File: config.mk
export PLATFORM = sky130hd
export DESIGN_NAME = time_ordered_command_queue
export DESIGN_NICKNAME = d
export VERILOG_FILES = /design/src/tocq_pkg.sv /design/src/tocq_cell.sv /design/src/time_ordered_command_queue.sv
export SDC_FILE = /design/constraint.sdc
export NUM_CORES = 2
export LEC_CHECK = 0
export ABC_AREA = 1
export BUFFER_PORTS_ARGS = -buffer_cell sky130_fd_sc_hd__clkbuf_2
export CAP_MARGIN = 20
export CORE_ASPECT_RATIO = 1.75
export CORE_MARGIN = 4
export CORE_UTILIZATION = 30
export DETAILED_ROUTE_END_ITERATION = 10
export SLEW_MARGIN = 20
export SYNTH_ARGS = -nofsm -noshare
export SYNTH_HDL_FRONTEND = slang
export SYNTH_SLANG_ARGS = --single-unit
File: constraint.sdc
create_clock -name clk -period 15.3 [get_ports clk]
set_clock_uncertainty 0.2 [all_clocks]
set_input_delay 2.295 -clock clk [delete_from_list [all_inputs] [get_ports clk]]
set_output_delay 2.295 -clock clk [all_outputs]
set_load 0.02 [all_outputs]
File: src/tocq_pkg.sv
`timescale 1ns / 1ps
// tocq_pkg: shared types and codes for the time ordered command queue
// used by tocq_cell and time_ordered_command_queue; no dependencies
package tocq_pkg;

  // command kinds carried in s_axis_tuser
  localparam logic [1:0] KIND_INSERT = 2'd0;
  localparam logic [1:0] KIND_APPEND = 2'd1;
  localparam logic [1:0] KIND_POP    = 2'd2;

  // result status carried in m_axis_tuser
  localparam logic [1:0] ST_OK    = 2'd0;
  localparam logic [1:0] ST_FULL  = 2'd1;
  localparam logic [1:0] ST_EMPTY = 2'd2;

  localparam int ID_W   = 16;
  localparam int TKEY_W = 32;
  localparam int OCC_W  = 5;

  // one stored entry without its payload
  typedef struct packed {
    logic              valid;
    logic [ID_W-1:0]   id;
    logic [TKEY_W-1:0] tkey;
  } tocq_entry_t;

  // operation broadcast to every cell
  typedef struct packed {
    logic              ins;
    logic              pop;
    logic              ordered;
    logic [ID_W-1:0]   id;
    logic [TKEY_W-1:0] tkey;
  } tocq_ctl_t;

endpackage

File: src/tocq_cell.sv
`timescale 1ns / 1ps
// tocq_cell: one slot of the queue, holding an entry and its payload
// depends on tocq_pkg
module tocq_cell
  import tocq_pkg::*;
#(
  parameter int PAYLOAD_WIDTH = 32
) (
  input  logic                     clk,
  input  logic                     rst,
  input  tocq_ctl_t                ctl,
  input  logic [PAYLOAD_WIDTH-1:0] new_pl,
  input  tocq_entry_t              left_ent,
  input  logic [PAYLOAD_WIDTH-1:0] left_pl,
  input  tocq_entry_t              right_ent,
  input  logic [PAYLOAD_WIDTH-1:0] right_pl,
  input  logic                     before_in,
  output logic                     before_out,
  output tocq_entry_t              ent,
  output logic [PAYLOAD_WIDTH-1:0] pl,
  output tocq_entry_t              ent_next
);

  logic                     place;
  logic [PAYLOAD_WIDTH-1:0] pl_next;

  // an empty slot, or a later time on an ordered insert, marks the insert point
  assign place      = !ent.valid || (ctl.ordered && (ent.tkey > ctl.tkey));
  assign before_out = before_in || place;

  // shift towards the tail on insert, towards the head on pop
  always_comb begin
    ent_next = ent;
    pl_next  = pl;
    if (ctl.ins) begin
      if (before_in) begin
        ent_next = left_ent;
        pl_next  = left_pl;
      end else if (place) begin
        ent_next = '{valid: 1'b1, id: ctl.id, tkey: ctl.tkey};
        pl_next  = new_pl;
      end
    end else if (ctl.pop) begin
      ent_next = right_ent;
      pl_next  = right_pl;
    end
  end

  // entry register, only the valid bit is reset
  always_ff @(posedge clk) begin
    if (rst) begin
      ent.valid <= 1'b0;
    end else begin
      ent.valid <= ent_next.valid;
    end
    ent.id   <= ent_next.id;
    ent.tkey <= ent_next.tkey;
    pl       <= pl_next;
  end

endmodule

File: src/time_ordered_command_queue.sv
`timescale 1ns / 1ps
// time_ordered_command_queue: bounded time ordered queue built as a row of cells
// depends on tocq_pkg and tocq_cell
//
// Takes one beat per clock and returns one result beat for each through an
// output register; a new beat is taken while the previous result waits as
// long as the result register is free or being read. The whole insert or
// pop is done in the same cycle as the beat is taken, by the row of QUEUE_DEPTH
// cells: every cell compares its time key with the new one, the insert point
// ripples along the row from the head, and each cell loads its own entry,
// its neighbour's or the new one. That ripple sets the critical path, which
// grows linearly with QUEUE_DEPTH. An ordered insert goes behind every entry
// with an equal or earlier time; an append goes to the tail. An insert into
// a full queue and a pop of an empty queue change nothing and are flagged in
// the status. Payloads are stored at PAYLOAD_WIDTH bits.
module time_ordered_command_queue
  import tocq_pkg::*;
#(
  parameter int QUEUE_DEPTH   = 16,
  parameter int PAYLOAD_WIDTH = 32
) (
  input  logic         clk,
  input  logic         rst,
  input  logic         s_axis_tvalid,
  output logic         s_axis_tready,
  // entry_id[15:0], entry_time[47:16], cmd_payload[79:48]
  input  logic [79:0]  s_axis_tdata,
  // kind[1:0]
  input  logic [1:0]   s_axis_tuser,
  output logic         m_axis_tvalid,
  input  logic         m_axis_tready,
  // popped_id[15:0], popped_time[47:16], popped_payload[79:48], head_valid[80],
  // head_id[96:81], occupancy[101:97], zero[103:102]
  output logic [103:0] m_axis_tdata,
  // status[1:0]
  output logic [1:0]   m_axis_tuser
);

  localparam int CNT_W = $clog2(QUEUE_DEPTH + 1);
  localparam logic [CNT_W-1:0] DEPTH_C = CNT_W'(QUEUE_DEPTH);

  // input unpacking
  logic [1:0]        kind;
  logic [ID_W-1:0]   in_id;
  logic [TKEY_W-1:0] in_tkey;
  logic [31:0]       in_pl;
  logic [PAYLOAD_WIDTH+31:0] in_pl_ext;
  logic [PAYLOAD_WIDTH-1:0]  new_pl;

  assign kind      = s_axis_tuser;
  assign in_id     = s_axis_tdata[15:0];
  assign in_tkey   = s_axis_tdata[47:16];
  assign in_pl     = s_axis_tdata[79:48];
  assign in_pl_ext = {{PAYLOAD_WIDTH{1'b0}}, in_pl};
  assign new_pl    = in_pl_ext[PAYLOAD_WIDTH-1:0];

  logic accept;
  logic [CNT_W-1:0] count;
  logic [CNT_W-1:0] count_next;
  logic is_ins;
  logic is_pop;
  logic full;
  logic empty;
  tocq_ctl_t ctl;
  logic [1:0] status_next;

  assign s_axis_tready = !m_axis_tvalid || m_axis_tready;
  assign accept        = s_axis_tvalid && s_axis_tready;
  assign full          = (count == DEPTH_C);
  assign empty         = (count == '0);
  assign is_ins        = (kind == KIND_INSERT) || (kind == KIND_APPEND);
  assign is_pop        = (kind == KIND_POP);

  // broadcast operation
  always_comb begin
    ctl.ins     = accept && is_ins && !full;
    ctl.pop     = accept && is_pop && !empty;
    ctl.ordered = (kind == KIND_INSERT);
    ctl.id      = in_id;
    ctl.tkey    = in_tkey;
  end

  // status and count update
  always_comb begin
    status_next = ST_OK;
    count_next  = count;
    if (is_ins && full) begin
      status_next = ST_FULL;
    end else if (is_pop && empty) begin
      status_next = ST_EMPTY;
    end
    if (ctl.ins) begin
      count_next = count + 1'b1;
    end else if (ctl.pop) begin
      count_next = count - 1'b1;
    end
  end

  always_ff @(posedge clk) begin
    if (rst) begin
      count <= '0;
    end else begin
      count <= count_next;
    end
  end

  // row of cells
  tocq_entry_t              ent      [QUEUE_DEPTH];
  tocq_entry_t              ent_next [QUEUE_DEPTH];
  logic [PAYLOAD_WIDTH-1:0] pl       [QUEUE_DEPTH];
  logic [QUEUE_DEPTH:0]     ins_seen;
  logic [QUEUE_DEPTH-1:0]   vld;

  assign ins_seen[0] = 1'b0;

  for (genvar i = 0; i < QUEUE_DEPTH; i++) begin : g_cell
    tocq_entry_t              l_ent;
    tocq_entry_t              r_ent;
    logic [PAYLOAD_WIDTH-1:0] l_pl;
    logic [PAYLOAD_WIDTH-1:0] r_pl;

    if (i == 0) begin : g_head
      assign l_ent = '0;
      assign l_pl  = '0;
    end else begin : g_mid_l
      assign l_ent = ent[i-1];
      assign l_pl  = pl[i-1];
    end

    if (i == QUEUE_DEPTH - 1) begin : g_tail
      assign r_ent = '0;
      assign r_pl  = '0;
    end else begin : g_mid_r
      assign r_ent = ent[i+1];
      assign r_pl  = pl[i+1];
    end

    tocq_cell #(
      .PAYLOAD_WIDTH(PAYLOAD_WIDTH)
    ) u_cell (
      .clk       (clk),
      .rst       (rst),
      .ctl       (ctl),
      .new_pl    (new_pl),
      .left_ent  (l_ent),
      .left_pl   (l_pl),
      .right_ent (r_ent),
      .right_pl  (r_pl),
      .before_in (ins_seen[i]),
      .before_out(ins_seen[i+1]),
      .ent       (ent[i]),
      .pl        (pl[i]),
      .ent_next  (ent_next[i])
    );

    assign vld[i] = ent[i].valid;
  end

  // result fields
  logic [ID_W-1:0]   pop_id;
  logic [TKEY_W-1:0] pop_tkey;
  logic [31:0]       pop_pl;
  logic [PAYLOAD_WIDTH+31:0] head_pl_ext;
  logic [ID_W-1:0]   head_id;
  logic [CNT_W+OCC_W-1:0] occ_ext;
  logic [OCC_W-1:0]  occ;

  assign head_pl_ext = {32'd0, pl[0]};
  assign pop_id      = ctl.pop ? ent[0].id : '0;
  assign pop_tkey    = ctl.pop ? ent[0].tkey : '0;
  assign pop_pl      = ctl.pop ? head_pl_ext[31:0] : 32'd0;
  assign head_id     = ent_next[0].valid ? ent_next[0].id : '0;
  assign occ_ext     = {{OCC_W{1'b0}}, count_next};
  assign occ         = occ_ext[OCC_W-1:0];

  // output register
  always_ff @(posedge clk) begin
    if (rst) begin
      m_axis_tvalid <= 1'b0;
    end else if (accept) begin
      m_axis_tvalid <= 1'b1;
    end else if (m_axis_tready) begin
      m_axis_tvalid <= 1'b0;
    end
  end

  always_ff @(posedge clk) begin
    if (accept) begin
      m_axis_tuser <= status_next;
      m_axis_tdata <= {2'b00, occ, head_id, ent_next[0].valid, pop_pl, pop_tkey, pop_id};
    end
  end

  // checks
  logic [QUEUE_DEPTH:0] vld_ext;
  assign vld_ext = {1'b0, vld};

  a_count_matches: assert property (@(posedge clk) disable iff (rst)
    CNT_W'($countones(vld)) == count)
    else $error("entry count differs from number of valid cells");

  a_vld_packed: assert property (@(posedge clk) disable iff (rst)
    $onehot(vld_ext + 1'b1))
    else $error("valid cells not packed at the head");

  a_full_drop: assert property (@(posedge clk) disable iff (rst)
    accept && is_ins && full |=> count == DEPTH_C)
    else $error("insert into full queue changed occupancy");

endmodule
==> results.py <==
metrics = {
    "final_layout": {
        "nets": 8500,
        "syn2layout_area_growth_pct": 10.9,
        "post_route_cells_drive_above_1_share_pct": 6.91,
    },
    "logic_synthesis": {
        "synthArstFlopShare_pct": 0,
        "synth_edf_count": 1368,
        "synth-seq-area-share_pct": 53.5,
        "syn_area_um2": 78200,
        "synth_area_per_cell_um2": 9.66,
        "synth_cells": 8092,
        "yosys_warnings": 0,
        "synthFlopType": "edfxtp_1",
        "ys_ff_latch": 1406,
        "synthDistinctLibCells": 51,
    },
    "clock_tree": {
        "cts_buffers": 152,
        "cts_resized": 0,
        "clk_pin_slew_ns": 0.06,
        "cts.root.buffer_cell": "clkbuf_16",
        "clock_sinks": 1406,
        "postCtsHoldBufs": 0,
        "cts_max_level": 4,
        "cts_tree": "built",
        "ctsLongestPathBuffers": 4,
        "insertion_delay_ns": 0.86,
        "cts_setup_buffers": 0,
    },
    "placed_design": {
        "hpwl_mm": 194,
        "place_congestion": 0.957,
        "io_buffers": 191,
    },
    "power_and_ir_drop": {
        "p_sw_uw": 2870,
        "finalPower_uw": 10000,
        "p_clk_share_pct": 36.8,
        "comb_power_share_pct": 14.5,
        "seqPwrFrac_pct": 48.7,
        "switching_share_pct": 28.7,
        "ir_drop_mv": 0.0809,
        "p_leak_uw": 0.0322,
        "p_int_uw": 7140,
        "powerDensity_nw_per_um2": 116,
    },
    "sta": {
        "finalSetupViolCount": 0,
        "slew_violations": 0,
        "fin_crit_sh_pct": 59.1,
        "tns_ns": 0,
        "period_minus_slack_ns": 9.04,
        "hold_viol_final": 0,
        "tightest_slew_ns": 1.17,
        "slew_headroom_pct": 21.5,
        "grt_setup_unrepaired": "no",
        "fmax_mhz": 111,
    },
    "grt": {
        "grt_pass1_vias": 65000,
        "grt_overflow": 0,
        "grt_max_degree": 231,
        "grt_first_pass_wirelength_mm": 433,
        "grt_use_total_pct": 21.0,
        "antenna_found_initial": 14,
    },
    "setup_path": {
        "cp.required_ns": 15.75,
        "crit_path_end_kind": "flip-flop",
        "r2r_setup_slack_ns": 8.00,
        "start_kind": "primary input",
        "worst-setup-path-type": "primary input to flip-flop",
        "worstPathArrival_ns": 9.49,
        "r2r_cells": 18,
        "critPathMaxFanout": 50,
    },
    "die": {
        "rows": 247,
        "die-area_um2": 269000,
        "initial_core_util_pct": 30.2,
        "ios": 194,
        "fp.dieW_um": 394,
        "die-height_um": 683,
        "core_area_um2": 259000,
    },
    "job": {
        "drv_cap": 0,
    },
    "detailed_routing": {
        "drt-total-wl_mm": 295,
        "drtIter0Drc": 6682,
        "routed_via_density": 5.75,
        "final_antenna_net_count": 0,
        "vias": 65400,
        "drc": 0,
        "drt-pass1-iter-count": 5,
        "routedWlPerCell_um": 25.9,
    },
    "min_path": {
        "min_path_cells": 2,
        "hold_path.class": "flip-flop to flip-flop",
    },
    "run_status": {
        "status": "complete, no violations",
    },
}
## metrics by stage
stage	hold slack (ns)	worst slack, ns	utilization (%)	instance area [um^2]	instances
2_1_floorplan	0.255	3.80	-	78200	8093
3_3_place_gp	0.269	5.63	31.6	81900	11100
3_5_place_dp	0.284	5.45	31.6	81900	11100
4_1_cts	0.293	6.30	33.4	86600	11400
5_1_grt	0.346	6.09	33.5	86700	11400
6_report	0.290	6.26	33.5	86700	11400
## final timing paths
kind,start,endpoint
max,s_axis_tdata[46],g_cell[15].u_cell.pl[19]$_SDFFCE_PN0P_
min,g_cell[12].u_cell.ent[48]$_SDFFE_PP0P_,g_cell[12].u_cell.ent[48]$_SDFFE_PP0P_
max reg2reg,g_cell[5].u_cell.ent[31]$_DFFE_PP_,g_cell[15].u_cell.pl[19]$_SDFFCE_PN0P_
min reg2reg,g_cell[12].u_cell.ent[48]$_SDFFE_PP0P_,g_cell[12].u_cell.ent[48]$_SDFFE_PP0P_
## sequential cells by signal (all words and copies together) (netlist names)
signal	flops
m_axis_tvalid	1
g_cell.u_cell.pl	512
m_axis_tuser	2
g_cell.u_cell.ent	784
count	5
m_axis_tdata	102
## power by group through the flow
| stage | Clock (uW) | Sequential [uW] | Combinational, uW |
|---|---|---|---|
| after floorplan | 0 | 4910 | 901 |
| after global placement | 0 | 4950 | 1400 |
| after detailed placement | 0 | 4960 | 1440 |
| after CTS | 3750 | 4880 | 1440 |
| after global routing | 3900 | 4910 | 1600 |
| final | 3680 | 4880 | 1450 |
## Yosys cell counts, types with 2 or more instances
master	instances	area share [%]
a41oi_1	4	0.045
o21a_1	22	0.21
edfxtp_1	1368	53
a221oi_1	4	0.045
clkinv_1	5	0.024
and2_1	16	0.13
a211oi_1	11	0.11
nor4b_1	5	0.056
a22oi_1	16	0.15
nor2_1	443	2.1
clkbuf_1	536	2.6
nand4_1	41	0.33
nor4_1	12	0.096
nor3b_1	2	0.019
o211ai_1	869	8.3
o21ai_0	466	3.0
nor3_1	20	0.13
o221ai_1	38	0.43
inv_2	6	0.029
o2111ai_1	4	0.045
nor2_4	4	0.058
nand3_1	997	6.4
buf_4	13	0.12
nand2_1	1610	7.7
ha_1	514	8.2
buf_1	64	0.31
buf_6	5	0.072
buf_2	19	0.12
dfxtp_1	38	0.97
a21o_1	6	0.058
a21oi_1	403	2.6
o21bai_1	6	0.058
o22ai_1	34	0.27
inv_1	384	1.8
o21ai_1	80	0.51
xor2_1	4	0.045
a31oi_1	9	0.072
## layout by cell type (no fill, tap or decap), types with 23 or more instances in the layout
| master | synthesis | routed |
|---|---|---|
| o21ai_0 | 466 | 464 |
| o211ai_1 | 869 | 869 |
| clkbuf_1 | 536 | 29 |
| ha_1 | 514 | 514 |
| clkbuf_2 | 0 | 191 |
| nand3_1 | 997 | 995 |
| edfxtp_1 | 1368 | 1368 |
| dfxtp_1 | 38 | 38 |
| buf_4 | 13 | 87 |
| a21oi_1 | 403 | 400 |
| clkinv_1 | 5 | 23 |
| clkbuf_16 | 0 | 156 |
| o22ai_1 | 34 | 34 |
| nor2_1 | 443 | 437 |
| o21ai_1 | 80 | 80 |
| inv_1 | 384 | 375 |
| nand4_1 | 41 | 41 |
| clkinv_2 | 0 | 25 |
| o221ai_1 | 38 | 38 |
| nand2_1 | 1610 | 1604 |
## cell families (layout without fill, tap and decap cells)
| kind of cell | after synthesis | after routing | synth area share [%] |
|---|---|---|---|
| compound gates | 1977 | 1977 | 16.0 |
| xor+xnor | 4 | 4 | 0.0448 |
| fa+ha+maj | 514 | 514 | 8.23 |
| buf+inv | 1032 | 945 | 5.10 |
| flops | 1406 | 1406 | 53.5 |
| other cells | 1 | 10 | 0.00480 |
| simple gates | 3158 | 3158 | 17.2 |
## critical path: stages
cell	delay, ns
clkbuf_2	0.11
inv_1	0.62
ha_1	0.26
nand2_1	0.07
nor2_1	0.58
nand2_1	0.17
nor4_1	0.91
a41oi_1	0.24
nand2_1	0.22
nand2_1	0.12
nor2_4	0.23
nand4_1	0.25
nor2_4	0.32
nand4_4	0.56
nor2_4	0.46
nand2_4	0.39
clkinv_2	0.61
buf_4	0.76
nor2_1	0.10
nor2_1	0.13
## layer usage
| metal | share of wire [%] | wire (um) | GRT usage (%) | up-vias |
|---|---|---|---|---|
| li1 | - | - | - | 29200 |
| met1 | 36 | 107000 | 24.1 | 32200 |
| met2 | 49 | 144000 | 36.1 | 3162 |
| met3 | 6.9 | 20500 | 3.21 | 861 |
| met4 | 7.7 | 22800 | 14.1 | 8 |
| met5 | 0.017 | 50 | 0 | - |
## cell type report
class	count	area, um^2
diodes	8	20.0
clock buffers	189	4070
clock inverters	71	612
fillers	26400	172000
inverters	395	1530
multi-input cells	5655	32600
flip-flops and latches	1406	41800
well taps	3361	4210
repair buffers	290	1850
(Power assumes the default switching activity.)
